--- src/rtl/lss_pkg.sv ---
// Lottery slot scheduler package: request/result payload types, table control struct,
// status, command, outcome and sequencer state codes.
// No dependencies.
package lss_pkg;

    localparam int RESULT_TOTAL_W = 18;
    localparam logic [31:0] TOTAL_MAX = 32'd262143;

    localparam logic [1:0] CMD_CREATE   = 2'd0;
    localparam logic [1:0] CMD_FINISH   = 2'd1;
    localparam logic [1:0] CMD_SCHEDULE = 2'd2;

    localparam logic [1:0] OUT_UPDATE     = 2'd0;
    localparam logic [1:0] OUT_REFILL     = 2'd1;
    localparam logic [1:0] OUT_NO_TICKETS = 2'd2;
    localparam logic [1:0] OUT_LOTTERY    = 2'd3;

    typedef enum logic [1:0] {
        ST_EMPTY    = 2'd0,
        ST_READY    = 2'd1,
        ST_RUNNING  = 2'd2,
        ST_FINISHED = 2'd3
    } slot_state_t;

    typedef enum logic [2:0] {
        SEQ_IDLE,
        SEQ_CMD,
        SEQ_SUM,
        SEQ_DECIDE,
        SEQ_MOD,
        SEQ_WALK,
        SEQ_RESP
    } seq_state_t;

    typedef struct packed {
        logic [1:0]  command;
        logic [2:0]  slot;
        logic [15:0] tickets;
        logic [31:0] random_value;
        logic        more_to_create;
    } lss_req_t;

    typedef struct packed {
        logic [2:0]                next_slot;
        logic [1:0]                outcome;
        logic [RESULT_TOTAL_W-1:0] ticket_total;
    } lss_rsp_t;

    // table operations issued by the sequencer, at most one per cycle
    typedef struct packed {
        logic create;
        logic finish;
        logic retire;
        logic run;
    } lss_tbl_cmd_t;

endpackage

--- src/rtl/lss_alu.sv ---
// Shared add/subtract unit used for the ticket sum, the modulo and the prefix walk.
// Depends on nothing.
module lss_alu #(
    parameter int WIDTH = 21
) (
    input  logic [WIDTH-1:0] a,
    input  logic [WIDTH-1:0] b,
    input  logic             sub,
    output logic [WIDTH-1:0] y,
    output logic             borrow
);

    logic [WIDTH:0] full;

    always_comb
    begin
        if (sub)
        begin
            full = {1'b0, a} - {1'b0, b};
        end
        else
        begin
            full = {1'b0, a} + {1'b0, b};
        end
    end

    assign y      = full[WIDTH-1:0];
    assign borrow = full[WIDTH];

endmodule

--- src/rtl/lss_table.sv ---
// Slot table: per-slot status and tickets, running slot register.
// Depends on lss_pkg.
module lss_table #(
    parameter int WORKER_SLOTS = 4,
    parameter int TICKET_W     = 16
) (
    input  logic                               clk,
    input  logic                               rst_n,
    input  lss_pkg::lss_tbl_cmd_t              cmd,
    input  logic [$clog2(WORKER_SLOTS+1)-1:0]  run_idx,
    input  logic [$clog2(WORKER_SLOTS+1)-1:0]  create_slot,
    input  logic [TICKET_W-1:0]                create_tickets,
    input  logic [$clog2(WORKER_SLOTS+1)-1:0]  rd_idx,
    output logic [TICKET_W-1:0]                rd_tickets,
    output logic                               empty_found,
    output logic [$clog2(WORKER_SLOTS+1)-1:0]  running
);

    localparam int SW = $clog2(WORKER_SLOTS + 1);

    lss_pkg::slot_state_t status_reg  [0:WORKER_SLOTS];
    lss_pkg::slot_state_t status_next [0:WORKER_SLOTS];
    logic [TICKET_W-1:0]  tickets_reg  [0:WORKER_SLOTS];
    logic [TICKET_W-1:0]  tickets_next [0:WORKER_SLOTS];
    logic [SW-1:0]        running_reg;
    logic [SW-1:0]        running_next;

    always_comb
    begin
        running_next = running_reg;
        for (int i = 0; i <= WORKER_SLOTS; i++)
        begin
            status_next[i]  = status_reg[i];
            tickets_next[i] = tickets_reg[i];
            if (cmd.create && i != 0 && SW'(i) == create_slot)
            begin
                status_next[i]  = lss_pkg::ST_READY;
                tickets_next[i] = create_tickets;
            end
            if (cmd.finish && i != 0 && SW'(i) == running_reg)
            begin
                status_next[i] = lss_pkg::ST_FINISHED;
            end
            if (cmd.retire)
            begin
                // finished slots are freed whether running or not
                if (status_reg[i] == lss_pkg::ST_FINISHED)
                begin
                    status_next[i]  = lss_pkg::ST_EMPTY;
                    tickets_next[i] = '0;
                end
                else if (SW'(i) == running_reg)
                begin
                    status_next[i] = lss_pkg::ST_READY;
                end
            end
            if (cmd.run && SW'(i) == run_idx)
            begin
                status_next[i] = lss_pkg::ST_RUNNING;
            end
        end
        if (cmd.run)
        begin
            running_next = run_idx;
        end
    end

    always_ff @(posedge clk or negedge rst_n)
    begin
        if (!rst_n)
        begin
            for (int i = 0; i <= WORKER_SLOTS; i++)
            begin
                status_reg[i]  <= (i == 0) ? lss_pkg::ST_RUNNING : lss_pkg::ST_EMPTY;
                tickets_reg[i] <= '0;
            end
            running_reg <= '0;
        end
        else
        begin
            for (int i = 0; i <= WORKER_SLOTS; i++)
            begin
                status_reg[i]  <= status_next[i];
                tickets_reg[i] <= tickets_next[i];
            end
            running_reg <= running_next;
        end
    end

    always_comb
    begin
        empty_found = 1'b0;
        for (int i = 1; i <= WORKER_SLOTS; i++)
        begin
            if (status_reg[i] == lss_pkg::ST_EMPTY)
            begin
                empty_found = 1'b1;
            end
        end
    end

    assign rd_tickets = tickets_reg[rd_idx];
    assign running    = running_reg;

endmodule

--- src/rtl/lss_seq.sv ---
// Sequencer: decodes a request, drives the table and the shared adder through
// ticket sum, restoring modulo and prefix walk, then presents the result. Depends on lss_pkg.
module lss_seq #(
    parameter int WORKER_SLOTS = 4,
    parameter int TICKET_W     = 16
) (
    input  logic                                         clk,
    input  logic                                         rst_n,
    input  logic                                         start,
    input  lss_pkg::lss_req_t                            request,
    output logic                                         busy,
    output logic                                         done,
    output lss_pkg::lss_rsp_t                            result,
    output lss_pkg::lss_tbl_cmd_t                        tbl_cmd,
    output logic [$clog2(WORKER_SLOTS+1)-1:0]            run_idx,
    output logic [$clog2(WORKER_SLOTS+1)-1:0]            create_slot,
    output logic [TICKET_W-1:0]                          create_tickets,
    output logic [$clog2(WORKER_SLOTS+1)-1:0]            rd_idx,
    input  logic [TICKET_W-1:0]                          rd_tickets,
    input  logic                                         empty_found,
    input  logic [$clog2(WORKER_SLOTS+1)-1:0]            running,
    output logic [TICKET_W+$clog2(WORKER_SLOTS):0]       alu_a,
    output logic [TICKET_W+$clog2(WORKER_SLOTS):0]       alu_b,
    output logic                                         alu_sub,
    input  logic [TICKET_W+$clog2(WORKER_SLOTS):0]       alu_y,
    input  logic                                         alu_borrow
);

    localparam int SW       = $clog2(WORKER_SLOTS + 1);
    localparam int SUM_BITS = TICKET_W + $clog2(WORKER_SLOTS);
    localparam int AW       = SUM_BITS + 1;
    localparam logic [SW-1:0] LAST_SLOT = SW'(WORKER_SLOTS);

    lss_pkg::seq_state_t state_reg, state_next;
    lss_pkg::lss_req_t   req_reg, req_next;
    logic [SW-1:0]       idx_reg, idx_next;
    logic [4:0]          cnt_reg, cnt_next;
    logic [SUM_BITS-1:0] sum_reg, sum_next;
    logic [SUM_BITS-1:0] rem_reg, rem_next;
    logic [31:0]         rnd_reg, rnd_next;
    logic [1:0]          outcome_reg, outcome_next;
    logic [AW-1:0]       shifted;
    logic                create_ok;
    logic [31:0]         sum_wide;

    assign create_ok = (req_reg.slot != 3'd0) && (32'(req_reg.slot) <= WORKER_SLOTS);
    assign shifted   = {rem_reg, rnd_reg[31]};

    always_comb
    begin
        state_next   = state_reg;
        req_next     = req_reg;
        idx_next     = idx_reg;
        cnt_next     = cnt_reg;
        sum_next     = sum_reg;
        rem_next     = rem_reg;
        rnd_next     = rnd_reg;
        outcome_next = outcome_reg;
        tbl_cmd      = '0;
        run_idx      = '0;
        alu_a        = '0;
        alu_b        = '0;
        alu_sub      = 1'b0;
        done         = 1'b0;

        case (state_reg)
            lss_pkg::SEQ_IDLE:
            begin
                if (start)
                begin
                    req_next   = request;
                    state_next = lss_pkg::SEQ_CMD;
                end
            end
            lss_pkg::SEQ_CMD:
            begin
                outcome_next = lss_pkg::OUT_UPDATE;
                sum_next     = '0;
                idx_next     = SW'(1);
                state_next   = lss_pkg::SEQ_RESP;
                case (req_reg.command)
                    lss_pkg::CMD_CREATE:   tbl_cmd.create = create_ok;
                    lss_pkg::CMD_FINISH:   tbl_cmd.finish = 1'b1;
                    lss_pkg::CMD_SCHEDULE:
                    begin
                        tbl_cmd.retire = 1'b1;
                        state_next     = lss_pkg::SEQ_SUM;
                    end
                    default: ;
                endcase
            end
            lss_pkg::SEQ_SUM:
            begin
                alu_a    = AW'(sum_reg);
                alu_b    = AW'(rd_tickets);
                sum_next = alu_y[SUM_BITS-1:0];
                if (idx_reg == LAST_SLOT)
                begin
                    state_next = lss_pkg::SEQ_DECIDE;
                end
                else
                begin
                    idx_next = idx_reg + SW'(1);
                end
            end
            lss_pkg::SEQ_DECIDE:
            begin
                if (req_reg.more_to_create && empty_found)
                begin
                    tbl_cmd.run  = 1'b1;
                    outcome_next = lss_pkg::OUT_REFILL;
                    state_next   = lss_pkg::SEQ_RESP;
                end
                else if (sum_reg == '0)
                begin
                    tbl_cmd.run  = 1'b1;
                    outcome_next = lss_pkg::OUT_NO_TICKETS;
                    state_next   = lss_pkg::SEQ_RESP;
                end
                else
                begin
                    rem_next   = '0;
                    cnt_next   = '1;
                    rnd_next   = req_reg.random_value;
                    state_next = lss_pkg::SEQ_MOD;
                end
            end
            lss_pkg::SEQ_MOD:
            begin
                // restoring remainder, one dividend bit per cycle
                alu_a    = shifted;
                alu_b    = AW'(sum_reg);
                alu_sub  = 1'b1;
                rem_next = alu_borrow ? shifted[SUM_BITS-1:0] : alu_y[SUM_BITS-1:0];
                rnd_next = {rnd_reg[30:0], 1'b0};
                cnt_next = cnt_reg - 5'd1;
                if (cnt_reg == 5'd0)
                begin
                    idx_next   = SW'(1);
                    state_next = lss_pkg::SEQ_WALK;
                end
            end
            lss_pkg::SEQ_WALK:
            begin
                alu_a   = AW'(rem_reg);
                alu_b   = AW'(rd_tickets);
                alu_sub = 1'b1;
                if (alu_borrow)
                begin
                    tbl_cmd.run  = 1'b1;
                    run_idx      = idx_reg;
                    outcome_next = lss_pkg::OUT_LOTTERY;
                    state_next   = lss_pkg::SEQ_RESP;
                end
                else
                begin
                    rem_next = alu_y[SUM_BITS-1:0];
                    if (idx_reg == LAST_SLOT)
                    begin
                        tbl_cmd.run  = 1'b1;
                        outcome_next = lss_pkg::OUT_LOTTERY;
                        state_next   = lss_pkg::SEQ_RESP;
                    end
                    else
                    begin
                        idx_next = idx_reg + SW'(1);
                    end
                end
            end
            lss_pkg::SEQ_RESP:
            begin
                done       = 1'b1;
                state_next = lss_pkg::SEQ_IDLE;
            end
            default:
            begin
                state_next = lss_pkg::SEQ_IDLE;
            end
        endcase
    end

    always_ff @(posedge clk or negedge rst_n)
    begin
        if (!rst_n)
        begin
            state_reg <= lss_pkg::SEQ_IDLE;
        end
        else
        begin
            state_reg <= state_next;
        end
    end

    always_ff @(posedge clk)
    begin
        req_reg     <= req_next;
        idx_reg     <= idx_next;
        cnt_reg     <= cnt_next;
        sum_reg     <= sum_next;
        rem_reg     <= rem_next;
        rnd_reg     <= rnd_next;
        outcome_reg <= outcome_next;
    end

    assign busy           = (state_reg != lss_pkg::SEQ_IDLE);
    assign create_slot    = SW'(req_reg.slot);
    assign create_tickets = TICKET_W'(req_reg.tickets);
    assign rd_idx         = idx_reg;

    assign sum_wide = 32'(sum_reg);

    always_comb
    begin
        result.next_slot = 3'(running);
        result.outcome   = outcome_reg;
        if (sum_wide > lss_pkg::TOTAL_MAX)
        begin
            result.ticket_total = '1;
        end
        else
        begin
            result.ticket_total = sum_wide[lss_pkg::RESULT_TOTAL_W-1:0];
        end
    end

endmodule

--- src/rtl/lottery_slot_scheduler_top.sv ---
// Lottery slot scheduler top level: slot table, shared adder and sequencer.
// Depends on lss_pkg, lss_table, lss_alu, lss_seq.
//
//  channel   | ports                  | handshake
//  ----------+------------------------+-----------------------------------
//  request   | start, busy, request   | taken when start=1 and busy=0
//  result    | done, result           | one-cycle strobe, no back-pressure
//
// Create, finish and unknown commands: the sequencer goes from SEQ_CMD to SEQ_RESP,
// where done is high. Schedule: one adder pass per slot sums the tickets, then a
// refill or no-ticket choice in SEQ_DECIDE goes to SEQ_RESP; a lottery adds 32
// restoring-remainder steps on the same adder and a prefix walk of up to
// WORKER_SLOTS steps before SEQ_RESP.
// busy drops the cycle after done; the receiver cannot stall.
// Reset puts main running and clears all worker slots; no sweep is needed.
module lottery_slot_scheduler_top #(
    parameter int WORKER_SLOTS = 4,
    parameter int TICKET_BITS  = 16
) (
    input  logic              clk,
    input  logic              rst_n,
    input  logic              start,
    input  lss_pkg::lss_req_t request,
    output logic              busy,
    output logic              done,
    output lss_pkg::lss_rsp_t result
);

    localparam int TICKET_W = (TICKET_BITS < 16) ? TICKET_BITS : 16;
    localparam int SW       = $clog2(WORKER_SLOTS + 1);
    localparam int AW       = TICKET_W + $clog2(WORKER_SLOTS) + 1;

    lss_pkg::lss_tbl_cmd_t tbl_cmd;
    logic [SW-1:0]         run_idx;
    logic [SW-1:0]         create_slot;
    logic [TICKET_W-1:0]   create_tickets;
    logic [SW-1:0]         rd_idx;
    logic [TICKET_W-1:0]   rd_tickets;
    logic                  empty_found;
    logic [SW-1:0]         running;
    logic [AW-1:0]         alu_a;
    logic [AW-1:0]         alu_b;
    logic                  alu_sub;
    logic [AW-1:0]         alu_y;
    logic                  alu_borrow;

    lss_table #(
        .WORKER_SLOTS (WORKER_SLOTS),
        .TICKET_W     (TICKET_W)
    ) u_table (
        .clk            (clk),
        .rst_n          (rst_n),
        .cmd            (tbl_cmd),
        .run_idx        (run_idx),
        .create_slot    (create_slot),
        .create_tickets (create_tickets),
        .rd_idx         (rd_idx),
        .rd_tickets     (rd_tickets),
        .empty_found    (empty_found),
        .running        (running)
    );

    lss_alu #(
        .WIDTH (AW)
    ) u_alu (
        .a      (alu_a),
        .b      (alu_b),
        .sub    (alu_sub),
        .y      (alu_y),
        .borrow (alu_borrow)
    );

    lss_seq #(
        .WORKER_SLOTS (WORKER_SLOTS),
        .TICKET_W     (TICKET_W)
    ) u_seq (
        .clk            (clk),
        .rst_n          (rst_n),
        .start          (start),
        .request        (request),
        .busy           (busy),
        .done           (done),
        .result         (result),
        .tbl_cmd        (tbl_cmd),
        .run_idx        (run_idx),
        .create_slot    (create_slot),
        .create_tickets (create_tickets),
        .rd_idx         (rd_idx),
        .rd_tickets     (rd_tickets),
        .empty_found    (empty_found),
        .running        (running),
        .alu_a          (alu_a),
        .alu_b          (alu_b),
        .alu_sub        (alu_sub),
        .alu_y          (alu_y),
        .alu_borrow     (alu_borrow)
    );

endmodule

--- config.mk ---
export PLATFORM = sky130hd
export DESIGN_NAME = lottery_slot_scheduler_top
export DESIGN_NICKNAME = d
export VERILOG_FILES = /design/src/rtl/lss_pkg.sv /design/src/rtl/lss_alu.sv /design/src/rtl/lss_table.sv /design/src/rtl/lss_seq.sv /design/src/rtl/lottery_slot_scheduler_top.sv
export SDC_FILE = /design/constraint.sdc
export NUM_CORES = 1
export LEC_CHECK = 0
export BUFFER_PORTS_ARGS = -buffer_cell sky130_fd_sc_hd__buf_2
export CORE_MARGIN = 1.5
export CORE_UTILIZATION = 50
export DETAILED_ROUTE_END_ITERATION = 16
export GPL_ROUTABILITY_DRIVEN = 1
export HOLD_SLACK_MARGIN = 0.08
export PLACE_DENSITY = 0.68
export SETUP_SLACK_MARGIN = 0.4
export SYNTH_ARGS = -nofsm -noshare
export SYNTH_HDL_FRONTEND = slang
export SYNTH_SLANG_ARGS = --single-unit
--- constraint.sdc ---
create_clock -name clk -period 7.06 [get_ports clk]
set_input_delay 1.412 -clock clk [delete_from_list [all_inputs] [get_ports clk]]
set_output_delay 1.412 -clock clk [all_outputs]
set_load 0.1 [all_outputs]
==> qor.csv, run 1 <==
stage,metric,value,unit
worst_setup_path,cp_max_fo,22,
worst_setup_path,slowest_delay,0.73,ns
cts,cts_root_buffer,clkbuf_16,
floorplanning,die_h,150,µm
floorplanning,core_area,21100,µm²
routing,dr.first_iter.drc_count,647,
routing,post_drt_via_cell_ratio,5.68,
synthesis,ys.warnings.count,0,
synthesis,synth.most_common_cell,nand2_1,
cts,htreeDepth,1,
cells_and_area,syn_to_final_growth,12.6,%
cts,cts_setup_buffers,0,
synthesis,netlist_instances,1025,
global_route,grt_pass1_wl,39800,µm
cts,cts_tree,done,
synthesis,ys.flop_type,edfxtp_1,
cts,worstSkewPairLatency,0.52,ns
cts,numCtsBuffers,24,
synthesis,synth_area,10800,µm²
global_route,grt_usage,0.226,
worst_setup_path,r2r_start,u_seq.rd_idx[0]$_SDFFCE_PN1P_,
synthesis,synth_top_area_frac,0.369,
global_route,grt-ovfl-total,0,
synthesis,yosysTopAreaCell,edfxtp_1,
worst_setup_path,worstSetupPathType,reg2reg,
routing,antenna_left,0,
synthesis,synth-async-reset-ratio,0.371,
worst_setup_path,worstPathRequired,7.26,ns
global_route,antenna_found_initial,0,
routing,num_vias,7741,
global_route,grt_pass1_vias,7454,
floorplanning,initial_core_util,0.510,
routing,wl_per_cell,18.3,µm
cells_and_area,fill_cells,1785,
cts,clock-sinks,210,
routing,dr.pass1.iters,5,
worst_setup_path,path_cells,nor3b_1 -> nor2b_1 -> a221oi_1 -> ha_1 -> nand2_1 -> or3_1 -> nand2b_4 -> nand2_1 -> xnor2_1 -> ha_1 -> and3_1 -> nand2_1 -> o311a_1 -> a211oi_1 -> a211oi_1 -> and2_0 -> o21ai_1 -> buf_4,
status,outcome,"finished, final reports clean",
synthesis,synth_cell_types,69,
placed_design,hpwl,16900,µm
synthesis,seq_area_frac_synth,0.550,
sta,finalSetupViolCount,0,
sta,finClkSkew,0.0178,ns
synthesis,syn-num-nets,1107,
worst_setup_path,endpoint_kind,flop,
cells_and_area,diodes,0,
worst_setup_path,r2r_setup_slack,1.16,ns
synthesis,synth_area_per_cell,10.5,µm²
sta,relSlewSlack,0.194,
routing,drc,0,
routing,wirelength,25000,µm
cts,clkSlewWorstSetupHoldPaths,0.06,ns
floorplanning,die_area,22400,µm²
sta,worstMarginPinSlew,1.20,ns
floorplanning,die_w,150,µm
cts,ctsResizeCount,0,
global_route,grt_max_degree,79,
worst_hold_path,holdCritStartpoint,u_table.tickets_reg[45]$_DFF_PN0_,
worst_setup_path,start_kind,flop,
worst_hold_path,min_path_type,reg2reg,
synthesis,synthTopCellsByCount,"nand2_1, edfxtp_1, a21oi_1",
synthesis,ys_seq_elements,210,
sta,rsz0062_at_grt,false,
sta,fin_setup_tns,0,ns
cts,cts_buffer_depth,3,
synthesis,synth-edff-count,132,
synthesis,ys_top_cells_by_area,"edfxtp_1, dfrtp_1, nand2_1",
placed_design,portBuffers,81,
worst_setup_path,r2r-end,u_seq.rem_reg[4]$_DFFE_PP_,
cells_and_area,fin_nets,1152,
worst_setup_path,crit_arrival,6.10,ns
cells_and_area,largest_register_ffs,64,
worst_setup_path,ff2ff_path_depth,18,
sta,max_freq,169,MHz
cts,cts_hold_buffers,0,
worst_hold_path,min_path_cells,2,
floorplanning,num_rows,53,
run,max-cap-violations,0,
worst_hold_path,hold_end,u_table.tickets_reg[45]$_DFF_PN0_,
floorplanning,io-pin-count,82,
sta,hold_viol,0,
sta,period_share,0.836,
worst_setup_path,slowest_stage,edfxtp_1,
placed_design,place_congestion,0.921,
worst_setup_path,cpMostUsedCell,nand2_1,
sta,post-route-min-period,5.90,ns
sta,drv_slew,0,
cells_and_area,drive_above_1_share,0.168,
worst max-delay path by stage:
stage / slack [ns] / from / cells past startpoint / endpoint
5_1_grt: 0.62 / u_seq.rd_idx[0]$_SDFFCE_PN1P_ / 18 / u_seq.rem_reg[1]$_DFFE_PP_
3_3_place_gp: 1.32 / u_seq.rd_idx[0]$_SDFFCE_PN1P_ / 18 / u_seq.rem_reg[0]$_DFFE_PP_
6_report: 1.16 / u_seq.rd_idx[0]$_SDFFCE_PN1P_ / 18 / u_seq.rem_reg[4]$_DFFE_PP_
3_5_place_dp: 1.19 / u_seq.rd_idx[0]$_SDFFCE_PN1P_ / 18 / u_seq.rem_reg[2]$_DFFE_PP_
2_1_floorplan: 1.17 / u_seq.rd_idx[0]$_SDFFCE_PN1P_ / 20 / u_seq.rem_reg[0]$_DFFE_PP_
4_1_cts: 1.15 / u_seq.rd_idx[0]$_SDFFCE_PN1P_ / 18 / u_seq.rem_reg[3]$_DFFE_PP_
cells in the final DEF (no fill, tap or decap), drive strengths merged, types with 24 or more instances in the layout:
cell type and n:
a21oi 103, ha 24, edfxtp 132, buf 96, nand2 203, mux2 40, o21ai 39, mux2i 25
clkbuf 37, dfrtp 78, nor2 57
kinds of logic (layout without fill, tap and decap cells):
group           count (synthesis)  after routing  synth area share
mux                            65             65            0.0651
simple gates                  369            369             0.161
flops                         210            210             0.550
xor+xnor                       34             34            0.0277
fa+ha+maj                      25             25            0.0298
compound gates                231            231             0.132
buf+inv                        91            153            0.0343
worst max-delay path: cells and delay by family, from the launching register on:
kind,cells,cell delay [ns]
AOI/OAI and AO/OA,5,1.55
DFF,1,0.73
and+or+nand+nor,9,2.15
xor gates and xnor gates,1,0.15
buffers and inverters,1,0.33
adders and majority gates,2,0.67
through the flow:
step / hold WS [ns] / setup WS [ns] / std cells / util / area [µm²]
floorplan: 0.480 / 1.17 / 1025 / - / 10800
global placement: 0.502 / 1.32 / 1319 / 0.539 / 11400
detailed placement: 0.508 / 1.19 / 1319 / 0.539 / 11400
CTS: 0.516 / 1.15 / 1362 / 0.574 / 12100
global route: 0.536 / 0.624 / 1362 / 0.574 / 12100
finish: 0.518 / 1.16 / 1362 / 0.574 / 12100
layer usage:
| layer | GRT usage | vias up | part of all wire |
|---|---|---|---|
| li1 | - | 3758 | - |
| met1 | 0.324 | 3730 | 0.46 |
| met2 | 0.355 | 216 | 0.47 |
| met3 | 0.0311 | 37 | 0.050 |
| met4 | 0.0701 | 0 | 0.024 |
| met5 | 0 | - | 0 |
cell type report:
cell class	count	area, µm²	share of cell area
Tap cell	275	344	0.0284
Inverter	14	52.6	0.00434
Timing Repair Buffer	96	520	0.0430
Sequential cell	210	5920	0.489
Clock inverter	6	27.5	0.00227
Clock buffer	37	723	0.0597
Multi-Input combinational cell	724	4520	0.374
Power of run 1 is left out: the tool's default activity adds up to more than one toggle a clock period on the data nets, which glitch-free logic cannot reach.
==> run 2: changes to the inputs <==
PLACE_DENSITY = 0.71   (was 0.68)
clock period = 5.2 ns   (was 7.06 ns; I/O delays follow)
==> run 2 against run 1 <==
Final area grew 5.2%. Fmax rose by 25%. Clock skew fell by 0.00096 ns. Final cell count up 2.8%. First-iteration DRC count grew 5.1%. Largest cell class unchanged. Non-clock buffer count rose by 38. Flip-flop and latch count did not move.
==> qor.csv, run 2 (same netlist as run 1, synthesis figures left out) <==
stage,metric,value,unit,change
cells_and_area,diodes,0,,unchanged
sta,period_share,0.904,,+0.0687
cts,cts_root_buffer,clkbuf_16,,
sta,drv_slew,0,,unchanged
floorplanning,die_area,22400,µm²,unchanged
worst_setup_path,crit_arrival,4.94,ns,-1.16 ns
status,outcome,"finished, final reports clean",,
global_route,grt-ovfl-total,0,,unchanged
worst_setup_path,r2r-end,u_seq.rem_reg[14]$_DFFE_PP_,,
routing,wirelength,25900,µm,+3.7%
cells_and_area,largest_register_ffs,64,,unchanged
sta,max_freq,213,MHz,+25%
run,max-cap-violations,0,,unchanged
routing,dr.first_iter.drc_count,680,,+5.1%
placed_design,portBuffers,81,,unchanged
routing,dr.pass1.iters,5,,unchanged
global_route,grt_pass1_vias,7508,,+0.72%
cells_and_area,fill_cells,1729,,-3.1%
cts,worstSkewPairLatency,0.52,ns,about the same
worst_setup_path,path_cells,buf_6 -> buf_4 -> mux2_2 -> a22oi_1 -> nor2_1 -> a221oi_2 -> nand2_1 -> or3_4 -> nand2b_4 -> nand2_4 -> xnor2_2 -> ha_1 -> and3_4 -> nand2_1 -> o311a_1 -> a211oi_4 -> a211oi_2 -> and2_4 -> o21ai_4 -> clkbuf_16,,
worst_setup_path,worst-path-buf-inv,3,,+2
floorplanning,core_area,21100,µm²,unchanged
global_route,antenna_found_initial,0,,unchanged
floorplanning,die_h,150,µm,unchanged
cells_and_area,utilization,0.604,,+0.0298
worst_hold_path,min_path_cells,2,,unchanged
floorplanning,initial_core_util,0.510,,unchanged
cells_and_area,final_common_cell,nand2_1,,
sta,relSlewSlack,0.184,,-0.0106
sta,post-route-min-period,4.70,ns,-1.20 ns
routing,wl_per_cell,18.5,µm,+0.90%
worst_setup_path,worstSetupPathType,reg2reg,,
global_route,grt_pass1_wl,39900,µm,+0.28%
cells_and_area,syn_to_final_growth,18.4,%,
global_route,grt_max_degree,79,,unchanged
worst_hold_path,holdCritStartpoint,u_table.tickets_reg[44]$_DFF_PN0_,,
worst_setup_path,r2r_setup_slack,0.50,ns,-0.66 ns
cts,clkSlewWorstSetupHoldPaths,0.07,ns,about the same
worst_setup_path,cpMostUsedCell,nand2_1,,
cells_and_area,drive_above_1_share,0.241,,+0.0725
worst_setup_path,cp_num_cells,20,,+2
routing,num_vias,8085,,+4.4%
worst_setup_path,cp_max_fo,6,,-73%
cts,cts_hold_buffers,0,,unchanged
cells_and_area,final_cell_mix,"nand2_1, edfxtp_1, a21oi_1",,
floorplanning,die_w,150,µm,unchanged
worst_setup_path,slowest_delay,0.44,ns,-0.29 ns
cts,clock-sinks,210,,unchanged
worst_setup_path,start_kind,flop,,
worst_setup_path,r2r_start,u_seq.rd_idx[0]$_SDFFCE_PN1P_,,
sta,hold_viol,0,,unchanged
floorplanning,io-pin-count,82,,unchanged
global_route,grt_usage,0.224,,-0.00139
sta,finalSetupViolCount,0,,unchanged
routing,drc,0,,unchanged
cts,htreeDepth,1,,unchanged
placed_design,place_congestion,0.941,,+2.2%
routing,post_drt_via_cell_ratio,5.78,,+1.6%
worst_hold_path,hold_end,u_table.tickets_reg[44]$_DFF_PN0_,,
cts,cts_tree,done,,
cells_and_area,final-instance-count-excl-fill,1400,,+2.8%
cts,cts_buffer_depth,3,,unchanged
worst_setup_path,slowest_stage,edfxtp_1,,
placed_design,hpwl,16700,µm,-1.3%
cells_and_area,fin_nets,1190,,+3.3%
cts,numCtsBuffers,23,,-4.2%
worst_setup_path,ff2ff_path_depth,20,,+2
worst_setup_path,crit_family,compound AO/OA/AOI/OAI gates,,
worst_setup_path,endpoint_kind,flop,,
sta,rsz0062_at_grt,true,,
sta,worstMarginPinSlew,1.22,ns,+0.0159 ns
routing,antenna_left,0,,unchanged
worst_hold_path,min_path_type,reg2reg,,
sta,finClkSkew,0.0168,ns,-0.000960 ns
placed_design,dp.cells,1334,,+1.1%
sta,fin_setup_tns,0,ns,unchanged
worst_setup_path,worstPathRequired,5.43,ns,-1.83 ns
floorplanning,num_rows,53,,unchanged
[run 2: layer usage]
metal	wire (µm)	GRT usage
met5	0	0
met4	707	0.0701
met3	1350	0.0290
met2	12000	0.338
met1	11800	0.336
[run 2: metrics by stage]
step                hold slack, ns  area, µm²  setup WS (ns)
CTS                          0.519      12300          0.406
global placement             0.501      11500          0.151
global route                 0.539      12700          0.316
floorplan                    0.480      10800          0.424
finish                       0.518      12700          0.497
detailed placement           0.506      11500         0.0796
[run 2: worst reg2reg max path, stage by stage, from the launching register on]
cell	delay, ns
edfxtp_1	0.44
buf_6	0.17
buf_4	0.13
mux2_2	0.28
a22oi_1	0.19
nor2_1	0.07
a221oi_2	0.22
nand2_1	0.14
or3_4	0.43
nand2b_4	0.17
nand2_4	0.07
xnor2_2	0.06
ha_1	0.36
and3_4	0.22
nand2_1	0.05
o311a_1	0.39
a211oi_4	0.32
a211oi_2	0.08
and2_4	0.18
o21ai_4	0.23
clkbuf_16	0.20
[run 2: how the worst max path moves through the flow]
stage | startpoint | endpoint
6_report | u_seq.rd_idx[0]$_SDFFCE_PN1P_ | u_seq.rem_reg[14]$_DFFE_PP_
5_1_grt | u_seq.rd_idx[0]$_SDFFCE_PN1P_ | u_seq.rem_reg[14]$_DFFE_PP_
3_3_place_gp | u_seq.rd_idx[0]$_SDFFCE_PN1P_ | u_seq.rem_reg[2]$_DFFE_PP_
3_5_place_dp | u_seq.rd_idx[0]$_SDFFCE_PN1P_ | u_seq.rem_reg[2]$_DFFE_PP_
4_1_cts | u_seq.rd_idx[0]$_SDFFCE_PN1P_ | u_seq.rem_reg[2]$_DFFE_PP_
2_1_floorplan | u_seq.rd_idx[0]$_SDFFCE_PN1P_ | u_seq.rem_reg[0]$_DFFE_PP_
[run 2: area by class of cell]
cell class                 count  area (µm²)  area share
inverter                      14        52.6     0.00413
sequential                   210        5920       0.465
clock buffer                  26         587      0.0461
timing repair buffer         134         886      0.0696
multi-input combinational    725        4790       0.376
tap                          275         344      0.0270
clock inverter                16         161      0.0127
[run 2: what timing repair did]
action / CTS / global route
gates resized for setup: 4 / 60
hold endpoints to repair: 0 / 0
pin swaps: 3 / 25
buffers inserted: 5 / 15
setup endpoints to repair: 53 / 54
gates cloned: 0 / 4
Power of run 2 is left out for the same reason.
